### src/hdl/char_stream_tokenizer_assert.svh
// Assertion macros shared by the tokenizer RTL.
`ifndef CHAR_STREAM_TOKENIZER_ASSERT_SVH
`define CHAR_STREAM_TOKENIZER_ASSERT_SVH

// The consequent must hold in the same cycle as the antecedent.
`define CTK_ASSERT_SAME(lbl, clk, rstn, ante, cons, msg) \
  lbl: assert property (@(posedge clk) disable iff (!rstn) (ante) |-> (cons)) \
    else $error(msg);

// The consequent must hold in the cycle after the antecedent.
`define CTK_ASSERT_NEXT(lbl, clk, rstn, ante, cons, msg) \
  lbl: assert property (@(posedge clk) disable iff (!rstn) (ante) |=> (cons)) \
    else $error(msg);

`endif

### src/hdl/ctk_pkg.sv
`timescale 1ns / 1ps

package ctk_pkg;

  // Longest token length that is counted; longer tokens saturate here.
  localparam logic [6:0] MAX_TOKEN_CHARS = 7'd99;

  // Depth of the result queue and its pointer and fill widths.
  localparam int unsigned RES_DEPTH = 4;
  localparam int unsigned RES_AW    = $clog2(RES_DEPTH);
  localparam int unsigned RES_CW    = $clog2(RES_DEPTH + 1);

  typedef enum logic [1:0] {
    MODE_IDLE = 2'd0,
    MODE_WORD = 2'd1,
    MODE_NUM  = 2'd2
  } scan_mode_e;

  typedef enum logic [3:0] {
    TOK_END    = 4'd0,
    TOK_LPAREN = 4'd1,
    TOK_RPAREN = 4'd2,
    TOK_LBRACE = 4'd3,
    TOK_RBRACE = 4'd4,
    TOK_EQUALS = 4'd5,
    TOK_SEMI   = 4'd6,
    TOK_VOID   = 4'd7,
    TOK_INT    = 4'd8,
    TOK_IDENT  = 4'd9,
    TOK_NUMBER = 4'd10
  } token_kind_e;

  typedef struct packed {
    token_kind_e kind;
    logic [6:0]  len;
    logic        last;
  } result_t;

  // Character codes.
  localparam logic [7:0] CH_TAB    = 8'h09;
  localparam logic [7:0] CH_NL     = 8'h0A;
  localparam logic [7:0] CH_VT     = 8'h0B;
  localparam logic [7:0] CH_FF     = 8'h0C;
  localparam logic [7:0] CH_CR     = 8'h0D;
  localparam logic [7:0] CH_SPACE  = 8'h20;
  localparam logic [7:0] CH_LPAREN = 8'h28;
  localparam logic [7:0] CH_RPAREN = 8'h29;
  localparam logic [7:0] CH_DIG_LO = 8'h30;
  localparam logic [7:0] CH_DIG_HI = 8'h39;
  localparam logic [7:0] CH_SEMI   = 8'h3B;
  localparam logic [7:0] CH_EQUALS = 8'h3D;
  localparam logic [7:0] CH_UC_A   = 8'h41;
  localparam logic [7:0] CH_UC_Z   = 8'h5A;
  localparam logic [7:0] CH_UNDER  = 8'h5F;
  localparam logic [7:0] CH_LC_A   = 8'h61;
  localparam logic [7:0] CH_LC_Z   = 8'h7A;
  localparam logic [7:0] CH_LBRACE = 8'h7B;
  localparam logic [7:0] CH_RBRACE = 8'h7D;

  // Keyword spellings.
  localparam logic [7:0] KW_VOID [4] = '{8'h76, 8'h6F, 8'h69, 8'h64};
  localparam logic [7:0] KW_INT  [3] = '{8'h69, 8'h6E, 8'h74};
  localparam logic [6:0] KW_VOID_LEN = 7'd4;
  localparam logic [6:0] KW_INT_LEN  = 7'd3;

endpackage

### src/hdl/char_stream_tokenizer.sv
// Character stream tokenizer.
// Input channel: one ASCII character per item on char_code_i, or an end of
// stream marker on end_of_input_i, moved by in_valid_i / in_ready_o.
// Output channel: one token per item (token_kind_o, token_length_o and
// last_of_run_o) moved by out_valid_o / out_ready_i. An input item gives
// zero, one or two tokens; last_of_run_o marks the final one of its group.
// Each accepted character is classified and the scanner state updated in
// the same cycle; its tokens are written into a four-entry result queue,
// and out_valid_o is high in the cycle after acceptance.
// Throughput is one input item per cycle while in_ready_o is high. The
// queue takes an item whenever it holds at most two tokens, so items that
// produce two tokens can fill it while the receiver drains one per cycle.
// When the receiver stalls, the queue fills and in_ready_o falls once three
// or more tokens wait; nothing is dropped.
// Reset (rst_ni low, asynchronous) returns the scanner to idle with no
// token in progress and empties the result queue.
`timescale 1ns / 1ps

module char_stream_tokenizer (
  input  logic       clk_i,
  input  logic       rst_ni,
  input  logic       in_valid_i,
  output logic       in_ready_o,
  input  logic [7:0] char_code_i,
  input  logic       end_of_input_i,
  output logic       out_valid_o,
  input  logic       out_ready_i,
  output logic [3:0] token_kind_o,
  output logic [6:0] token_length_o,
  output logic       last_of_run_o
);
  import ctk_pkg::*;

  // Scanner state.
  scan_mode_e mode_q, mode_d;
  logic [6:0] count_q, count_d;
  logic       void_q, void_d;
  logic       int_q, int_d;

  // Result queue.
  result_t           res_mem_q [RES_DEPTH];
  logic [RES_AW-1:0] wr_ptr_q, rd_ptr_q;
  logic [RES_CW-1:0] fill_q;

  logic in_acc, out_acc;
  assign in_ready_o  = (fill_q <= RES_CW'(RES_DEPTH - 2));
  assign out_valid_o = (fill_q != '0);
  assign in_acc      = in_valid_i & in_ready_o;
  assign out_acc     = out_valid_o & out_ready_i;

  // Character classes.
  logic is_letter, is_digit, is_skip, is_cspace, in_token, cont;
  token_kind_e punct_kind;
  logic        is_punct;

  always_comb begin
    is_letter = char_code_i inside {[CH_LC_A:CH_LC_Z], [CH_UC_A:CH_UC_Z]};
    is_digit  = char_code_i inside {[CH_DIG_LO:CH_DIG_HI]};
    is_skip   = char_code_i inside {CH_SPACE, CH_NL, CH_TAB};
    is_cspace = char_code_i inside {CH_SPACE, CH_NL, CH_TAB, CH_VT, CH_FF, CH_CR};
    is_punct  = 1'b1;
    case (char_code_i)
      CH_LPAREN: punct_kind = TOK_LPAREN;
      CH_RPAREN: punct_kind = TOK_RPAREN;
      CH_LBRACE: punct_kind = TOK_LBRACE;
      CH_RBRACE: punct_kind = TOK_RBRACE;
      CH_EQUALS: punct_kind = TOK_EQUALS;
      CH_SEMI:   punct_kind = TOK_SEMI;
      default: begin
        punct_kind = TOK_END;
        is_punct   = 1'b0;
      end
    endcase
    // Mode value 3 cannot occur and is treated as idle.
    in_token = (mode_q == MODE_WORD) || (mode_q == MODE_NUM);
    if (mode_q == MODE_WORD) begin
      cont = !end_of_input_i && (is_letter || is_digit || char_code_i == CH_UNDER);
    end else begin
      cont = !end_of_input_i && is_digit;
    end
  end

  // What the character does when seen from idle: the token it emits, if
  // any.
  logic        idle_emit;
  token_kind_e idle_kind;
  logic [6:0]  idle_len;

  always_comb begin
    idle_emit = 1'b0;
    idle_kind = TOK_END;
    idle_len  = 7'd0;
    if (is_skip) begin
      idle_emit = 1'b0;
    end else if (is_punct) begin
      idle_emit = 1'b1;
      idle_kind = punct_kind;
      idle_len  = 7'd1;
    end else if (!is_letter && !is_digit) begin
      // Unknown characters emit an end token.
      idle_emit = 1'b1;
    end
  end

  // Next state of the scanner.
  logic [1:0] kw_pos;
  always_comb begin
    kw_pos  = (count_q < KW_INT_LEN) ? count_q[1:0] : 2'd0;
    mode_d  = MODE_IDLE;
    count_d = 7'd0;
    void_d  = 1'b0;
    int_d   = 1'b0;
    if (in_token && cont) begin
      mode_d  = mode_q;
      count_d = (count_q < MAX_TOKEN_CHARS) ? count_q + 7'd1 : count_q;
      if (mode_q == MODE_WORD) begin
        void_d = void_q && (count_q < KW_VOID_LEN) && (char_code_i == KW_VOID[count_q[1:0]]);
        int_d  = int_q && (count_q < KW_INT_LEN) && (char_code_i == KW_INT[kw_pos]);
      end
    end else if (!end_of_input_i && !(in_token && is_cspace)) begin
      // The character is handled again from idle.
      if (is_letter) begin
        mode_d  = MODE_WORD;
        count_d = 7'd1;
        void_d  = (char_code_i == KW_VOID[0]);
        int_d   = (char_code_i == KW_INT[0]);
      end else if (is_digit) begin
        mode_d  = MODE_NUM;
        count_d = 7'd1;
      end
    end
  end

  // Tokens caused by the character.
  token_kind_e tok_kind;
  result_t     res0, res1;
  logic [1:0]  push_n;

  always_comb begin
    if (mode_q == MODE_NUM) begin
      tok_kind = TOK_NUMBER;
    end else if (void_q && count_q == KW_VOID_LEN) begin
      tok_kind = TOK_VOID;
    end else if (int_q && count_q == KW_INT_LEN) begin
      tok_kind = TOK_INT;
    end else begin
      tok_kind = TOK_IDENT;
    end
    res0   = '{kind: TOK_END, len: 7'd0, last: 1'b1};
    res1   = '{kind: TOK_END, len: 7'd0, last: 1'b1};
    push_n = 2'd0;
    if (in_token) begin
      if (!cont) begin
        res0 = '{kind: tok_kind, len: count_q, last: 1'b0};
        if (end_of_input_i) begin
          push_n = 2'd2;
        end else if (is_cspace) begin
          push_n = 2'd1;
        end else if (idle_emit) begin
          res1   = '{kind: idle_kind, len: idle_len, last: 1'b1};
          push_n = 2'd2;
        end else begin
          push_n = 2'd1;
        end
        res0.last = (push_n == 2'd1);
      end
    end else if (end_of_input_i) begin
      push_n = 2'd1;
    end else if (idle_emit) begin
      res0   = '{kind: idle_kind, len: idle_len, last: 1'b1};
      push_n = 2'd1;
    end
  end

  logic [1:0] push_acc;
  assign push_acc = in_acc ? push_n : 2'd0;

  always_ff @(posedge clk_i or negedge rst_ni) begin
    if (!rst_ni) begin
      mode_q   <= MODE_IDLE;
      count_q  <= 7'd0;
      void_q   <= 1'b0;
      int_q    <= 1'b0;
      wr_ptr_q <= '0;
      rd_ptr_q <= '0;
      fill_q   <= '0;
    end else begin
      if (in_acc) begin
        mode_q  <= mode_d;
        count_q <= count_d;
        void_q  <= void_d;
        int_q   <= int_d;
      end
      wr_ptr_q <= wr_ptr_q + RES_AW'(push_acc);
      if (out_acc) begin
        rd_ptr_q <= rd_ptr_q + RES_AW'(1);
      end
      fill_q <= fill_q + RES_CW'(push_acc) - RES_CW'(out_acc);
    end
  end

  always_ff @(posedge clk_i) begin
    if (push_acc != 2'd0) begin
      res_mem_q[wr_ptr_q] <= res0;
    end
    if (push_acc == 2'd2) begin
      res_mem_q[wr_ptr_q + RES_AW'(1)] <= res1;
    end
  end

  result_t res_out;
  assign res_out        = res_mem_q[rd_ptr_q];
  assign token_kind_o   = res_out.kind;
  assign token_length_o = res_out.len;
  assign last_of_run_o  = res_out.last;

  `include "char_stream_tokenizer_assert.svh"

  `CTK_ASSERT_SAME(a_fill_bound, clk_i, rst_ni, 1'b1, fill_q <= RES_CW'(RES_DEPTH), "result queue overflow")
  `CTK_ASSERT_SAME(a_token_nonempty, clk_i, rst_ni, mode_q != MODE_IDLE, count_q != 7'd0 && (mode_q == MODE_WORD || mode_q == MODE_NUM), "token mode with empty count")
  `CTK_ASSERT_SAME(a_kw_in_word, clk_i, rst_ni, void_q || int_q, mode_q == MODE_WORD && count_q <= KW_VOID_LEN, "keyword match outside a short word")
  `CTK_ASSERT_NEXT(a_result_shows, clk_i, rst_ni, in_acc && push_n != 2'd0, out_valid_o, "token pushed but output not valid")

endmodule
### config.mk
export PLATFORM = sky130hd
export DESIGN_NAME = char_stream_tokenizer
export DESIGN_NICKNAME = d
export VERILOG_FILES = /design/src/hdl/ctk_pkg.sv /design/src/hdl/char_stream_tokenizer.sv
export VERILOG_INCLUDE_DIRS = /design/src /design/src/hdl
export SDC_FILE = /design/constraint.sdc
export NUM_CORES = 1
export LEC_CHECK = 0
export ABC_CLOCK_PERIOD_IN_PS = 2700
export BUFFER_PORTS_ARGS = -buffer_cell sky130_fd_sc_hd__buf_2
export CAP_MARGIN = 0
export CORE_MARGIN = 8
export CORE_UTILIZATION = 50
export DETAILED_ROUTE_END_ITERATION = 10
export GPL_TIMING_DRIVEN = 1
export PLACE_DENSITY = 0.7
export SLEW_MARGIN = 20
export SYNTH_ARGS = -nofsm -noshare
export SYNTH_HDL_FRONTEND = slang
export SYNTH_SLANG_ARGS = --single-unit
### constraint.sdc
create_clock -name clk_i -period 2.7 [get_ports clk_i]
set_input_delay 0.27 -clock clk_i [delete_from_list [all_inputs] [get_ports clk_i]]
set_output_delay 0.27 -clock clk_i [all_outputs]
set_load 0.02 [all_outputs]
Word-level counts from Yosys, hierarchy flattened
Memory sizes are Yosys's and may differ from the RTL's.
Index checks and enable logic that the tools add are counted.

cells by class
  bitwise gates (word level) = 5
  equality and inequality tests = 24
  order comparisons = 12
  add/subtract/negate cells = 6
  reduce and logical (&&, ||, !) cells = 30
  multiplexer cells = 58

operators with widths
  operator               count
  $mux W12               8
  $eq A8 B4 Y1 const B   5
  $eq A8 B6 Y1 const B   5
  $eq A8 B7 Y1 const B   5
  $bmux W8 S2            2
  $mux W8                4
  $mux W1                25
  $mux W2                12
  $pmux W3 S6            1
  $eq A8 B8 Y1           2
  $ge A8 B7 Y1 const B   2
  $le A8 B7 Y1 const B   2
  $mux W4                4
  $logic_and A1 B1 Y1    15
  $mux W7                2
  $ge A8 B6 Y1 const B   1
  $le A8 B6 Y1 const B   1
  $add A7 B1 Y7 const B  1
  $eq A7 B2 Y1 const B   1
  $eq A7 B3 Y1 const B   1
  $lt A7 B2 Y1 const B   1
  $lt A7 B3 Y1 const B   1
  $lt A7 B7 Y1 const B   1
  $ge A3 B3 Y1 const B   2
  18 further kinds       31

word-level totals
  output and inout bits = 14
  register bits after elaboration = 18
  word-level logic and storage cells = 143
  RAM bits = 48
  memories = 1

memories
  memory     words  bits a word  read ports  clocked after memory_dff  wr ports  RTL line                     RTL
  res_mem_q  4      12           1           0                         2         char_stream_tokenizer.sv:41  result_t res_mem_q [RES_DEPTH];

Longest topological paths before layout
  depth in word-level cells = 19
  mapped depth = 14
  gate-level depth less buffers = 14

Worst setup path after synthesis
OpenSTA, ideal clock, no wires.

  path kind = input port to flip-flop
  from = input port char_code_i[1]
  to = register fill_q[2]
  stages on the path = 14
  path slack = -0.319 ns
  library setup time = 0.123 ns
  arrival time = 2.896 ns
  path through = buf_2 -> or4b_2 -> a31oi_2 -> a211o_1 -> a21oi_1 -> a31oi_1 -> nand2b_1 -> ha_1 -> inv_1 -> ha_1 -> inv_1 -> fa_1 -> xor2_1 -> xnor2_1

on the way
  cells in the longest elaborated chain, start to end = 18
  elaborated cells on any way between the ends = 50
  classes of those cells = 2 x add/sub; 6 x order compare; 13 x eq/ne; 15 x mux; 14 x reduce/logical

ends and longest elaborated chain
  item                                          RTL line                      RTL
  start: declaration                            char_stream_tokenizer.sv:24   input logic [7:0] char_code_i,
  $ge A8 B7 Y1 or $le A8 B7 Y1 (tied branches)  char_stream_tokenizer.sv:57   is_letter = char_code_i inside {[CH_LC_A:CH_LC_Z], [CH_UC_A:CH_UC_Z]};
  $logic_and A1 B1 Y1                           char_stream_tokenizer.sv:57
  $reduce_bool A2 Y1                            char_stream_tokenizer.sv:57
  $logic_not A1 Y1                              char_stream_tokenizer.sv:99   end else if (!is_letter && !is_digit) begin
  $logic_and A1 B1 Y1                           char_stream_tokenizer.sv:99
  $mux W1                                       char_stream_tokenizer.sv:99
  $mux W1                                       char_stream_tokenizer.sv:95   end else if (is_punct) begin
  $mux W1                                       char_stream_tokenizer.sv:93   if (is_skip) begin
  [... 2 more ...]                              --
  $mux W2                                       char_stream_tokenizer.sv:155  if (end_of_input_i) begin
  $mux W2                                       char_stream_tokenizer.sv:153  if (!cont) begin
  $mux W2                                       char_stream_tokenizer.sv:152  if (in_token) begin
  $mux W2                                       char_stream_tokenizer.sv:153
  $mux W2 *                                     char_stream_tokenizer.sv:152
  $mux W2 *                                     char_stream_tokenizer.sv:176  assign push_acc = in_acc ? push_n : 2'd0;
  $add A3 B2 Y3 *                               char_stream_tokenizer.sv:198  fill_q <= fill_q + RES_CW'(push_acc) - RES_CW'(out_acc);
  $sub A3 B1 Y3 *                               char_stream_tokenizer.sv:198
  end signal: assignment                        char_stream_tokenizer.sv:198
  end: declaration                              char_stream_tokenizer.sv:43   logic [RES_CW-1:0] fill_q;

Mark *: on every way between the ends. The rest lies on a longest branch, timed or not. The select of a mux whose other input is x is not followed.
A chain may end at the register's enable or synchronous reset.

Final worst setup path
  from = register mode_q[0]
  to = register fill_q[2]

on the way
  cells in the longest elaborated chain, start to end = 7
  elaborated cells on any way between the ends = 9
  classes of those cells = 2 x add/sub; 2 x eq/ne; 4 x mux; 1 x reduce/logical

ends and longest elaborated chain
  item                      RTL line                                                  RTL
  start: declaration        char_stream_tokenizer.sv:35                               scan_mode_e mode_q, mode_d;
  start signal: assignment  char_stream_tokenizer.sv:189                              mode_q <= mode_d;
  $eq A2 B1 Y1              char_stream_tokenizer.sv:75, char_stream_tokenizer.sv:76
  $mux W1                   char_stream_tokenizer.sv:76                               if (mode_q == MODE_WORD) begin
  $mux W2                   char_stream_tokenizer.sv:153
  $mux W2 *                 char_stream_tokenizer.sv:152
  $mux W2 *                 char_stream_tokenizer.sv:176
  $add A3 B2 Y3 *           char_stream_tokenizer.sv:198
  $sub A3 B1 Y3 *           char_stream_tokenizer.sv:198

Mark *: on every way between the ends. The rest lies on a longest branch, timed or not.

==> results.tsv <==
metric	value	unit
p_clk_share	24.9	%
grt_setup_unrepaired	true	
worstHoldPathCells	3	
drt_drc_violations_left	0	
yosysTopAreaCellShare	15.51	%
clock_tree_from_tritoncts	done	
floorplan.initialDensity	50.79	%
fraction_of_power_consumed_by_combinational_cells	40.7	%
number_of_warnings_printed_during_yosys_synthesis	0	
cp.required	2.93	ns
worst_ir_drop_vdd	0.3248	mV
synth_cell_type_count	65	
layout-drive-gt1-share	28.79	%
chip_height	106.9	um
status	finished, final reports clean	
timing.critical_path.slowest_cell_delay	0.41	ns
dieWidth	106.9	um
core	0.008134	mm2
antenna_violating_nets_post_route	0	
finalHoldViolations	0	
globalRouteTotalUtil	19.95	%
synth_nets	476	
wl_per_cell	17.95	um
min-delay-path-class	in2reg	
first_pass_iters	5	
timing.critical_path.depth	11	
ys_dominant_reg_cell	dfxtp_1	
tritoncts_num_sinks	66	
grt_pass1_vias	3662	
path_delay_family	adder cells	
cellInternalPower	2392	uW
drt_first_iter_violations	295	
postSynthRegisterBits	66	
syn_avg_cell_area	9.201	um2
reg2regPathDepth	11	
yosys.area.top_type	dfxtp_1	
layout.cell_area.non_filler	0.005007	mm2
gpl.final_weighted_congestion	0.8798	
syn-cell-area	0.004131	mm2
area_delta_synth_final	21.20	%
number_of_inserted_diodes	0	
powerDensity	780.0	mW/mm2
final_core_utilization	61.56	%
min_period_over_period	99.70	%
cp_num_buf_inv	1	
synth-seq-area-share	38.04	%
setup-violations-final	0	
synth_enable_flop_cells	16	
maximum_number_of_pins_on_one_net_before_global_route_repair	29	
grt_overflow	0	
cell_at_the_root_of_the_clock_tree	clkbuf_8	
synth_top_cells_by_area	dfxtp_1 (16%), edfxtp_1 (12%), dfrtp_1 (11%)	
share_seq_of_total_power	34.4	%
post_drt_via_cell_ratio	6.152	
timing.clock.skew	0.01384	ns
htree_num_levels	3	
critical_path.max_fanout	3	
slew_headroom	55.54	%
clkSlewWorstSetupHoldPaths	0.08	ns
netSwitchingPower	1514	uW
final_max_slew_viol_count	0	
worst_setup_path_class	reg2reg	
drv_cap	0	
detailroute.via_count	3808	
synth_async_sr_flop_share	27.27	%
postPlaceCellArea	0.004649	mm2
tightestPinTransition	0.6608	ns
postRouteWirelength	11.11	mm
die_area	0.01143	mm2
postSynthCellCount	449	
fp-row-count	33	
crit_path_cell_trace	ha_2 -> nand2_2 -> nor4_4 -> a311oi_4 -> buf_4 -> o21ai_2 -> or2_2 -> ha_4 -> fa_2 -> xor2_1 -> xnor2_1	
period_needed	2.692	ns
grt_first_pass_wirelength	18.35	mm
antenna_violations_before_repair	0	
io-pin-count	27	
detailedPlacementHpwl	7.904	mm
port_buffers	26	
start_kind	flip-flop	
pnr_total_power	3906	uW
cts_buffers	9	
cts_max_path_buffers	2	
clk-insertion-delay-late	0.35	ns
power_leakage	0.001918	uW
worst_ep_arrival_time	2.93	ns
switching_share	38.76	%
num-nets-final	536	
max_freq	371.5	MHz
crit_path_end_kind	flip-flop	
worst_path_max_delay_cell	dfrtp_1	
-- Yosys cell counts, types with 7 or more instances --
library cell	number
edfxtp_1	16
dfrtp_1	18
a21oi_1	42
ha_1	13
nand3_1	13
nand4_1	29
xor2_1	7
nor4_1	7
inv_1	15
nor2_1	21
o22ai_1	12
a31oi_1	8
xnor2_1	9
o21ai_0	40
buf_2	12
dfxtp_1	32
clkbuf_1	16
nor3_1	12
nand2_1	24
mux4_2	12
-- sequential cells by signal, indices dropped and copies added (netlist names) --
register	count
count_q	7
fill_q	3
int_q	1
mode_q	2
rd_ptr_q	2
res_mem_q	48
void_q	1
wr_ptr_q	2
-- power groups by stage --
stage	Combinational [uW]	Clock (uW)	Sequential [uW]
after floorplan	1130	0	1270
after global placement	1450	0	1360
after detailed placement	1490	0	1370
after CTS	1500	980	1340
after global routing	1730	1030	1370
final	1590	971	1350
-- worst min-delay path, stage by stage --
cell and delay (ns):
buf_2 0.07, and2_1 0.23, xor2_1 0.10
-- routing by layer --
metal  vias up  GRT usage (%)  share of wire [%]
li1       1826              -                  -
met1      1827          25.06                 43
met2       135          32.82                 49
met3        20          3.059                5.9
met4         0          9.648                1.9
met5         -              0                  0
-- repair_timing --
action	in CTS	in global routing
endpoints found under the hold margin	18	0
hold buffers	1	0
resized for setup	2	10
buffers inserted	0	6
setup endpoints to repair	2	3
pin swaps	1	8
-- metrics by stage --
stage | setup slack (ns) | hold slack, ns | std cells | setup TNS [ns]
floorplan | -0.09883 | -0.02559 | 449 | -0.1352
global placement | -0.2056 | 0.2295 | 596 | -0.3467
detailed placement | -0.2807 | 0.2334 | 596 | -0.4900
CTS | 0.001436 | 0.3171 | 613 | 0
global route | -0.06476 | 0.3712 | 619 | -0.06476
finish | 0.008211 | 0.3618 | 619 | 0
-- area by class of cell --
cell class                      count  area, um2
Inverter                           15      56.30
Clock inverter                      5      65.06
Fill cell                         679       3127
Multi-Input combinational cell    329       2411
Tap cell                          105      131.4
Sequential cell                    66       1572
Timing Repair Buffer               88      598.1
Clock buffer                       11      173.9
-- worst paths after layout --
| path | start | endpoint | slack (ns) |
|---|---|---|---|
| setup reg to reg | mode_q[0] | fill_q[2] | 0.008 |
| hold / removal | out_ready_i | rd_ptr_q[0] | 0.36 |
| max in group asynchronous | rst_ni | wr_ptr_q[1] | 2.01 |
| hold reg to reg | res_mem_q[3][0] | res_mem_q[3][0] | 0.46 |
| min in group asynchronous | rst_ni | rd_ptr_q[1] | 0.39 |
| setup / recovery | mode_q[0] | fill_q[2] | 0.008 |
-- cell usage in the layout (no fill, tap or decap), types with 3 or more instances in the layout --
cell	netlist	final
nand4_1	29	29
nor2_1	21	21
mux4_2	12	12
or2_2	4	4
or3_1	6	6
nand3_1	13	13
xor2_1	7	7
nand2b_1	4	3
o2bb2ai_1	3	3
nand2_2	2	3
o22ai_1	12	12
a21oi_1	42	42
o21ai_0	40	38
a211o_1	3	3
buf_2	12	26
nor4_1	7	5
nor3_1	12	11
nand2_1	24	23
clkbuf_8	0	9
inv_1	15	14
dfxtp_1	32	32
ha_1	13	9
and2_1	3	3
nand3b_1	3	3
dfrtp_1	18	18
buf_4	4	61
o211ai_1	6	6
xnor2_1	9	9
and3_1	5	5
a31oi_1	8	7
edfxtp_1	16	16
-- kinds of logic (layout without fill, tap and decap cells) --
group / after synthesis / count (layout) / synth area share (%)
AO/OA/AOI/OAI: 136 / 136 / 20.68
XOR/XNOR: 16 / 16 / 3.392
adder cells (fa/ha/maj): 14 / 14 / 4.422
buffers and inverters: 54 / 119 / 5.815
flip-flops: 66 / 66 / 38.04
multiplexers: 14 / 14 / 7.056
AND/OR/NAND/NOR: 149 / 149 / 20.59
No activity file was read; power rests on OpenSTA's default activity.
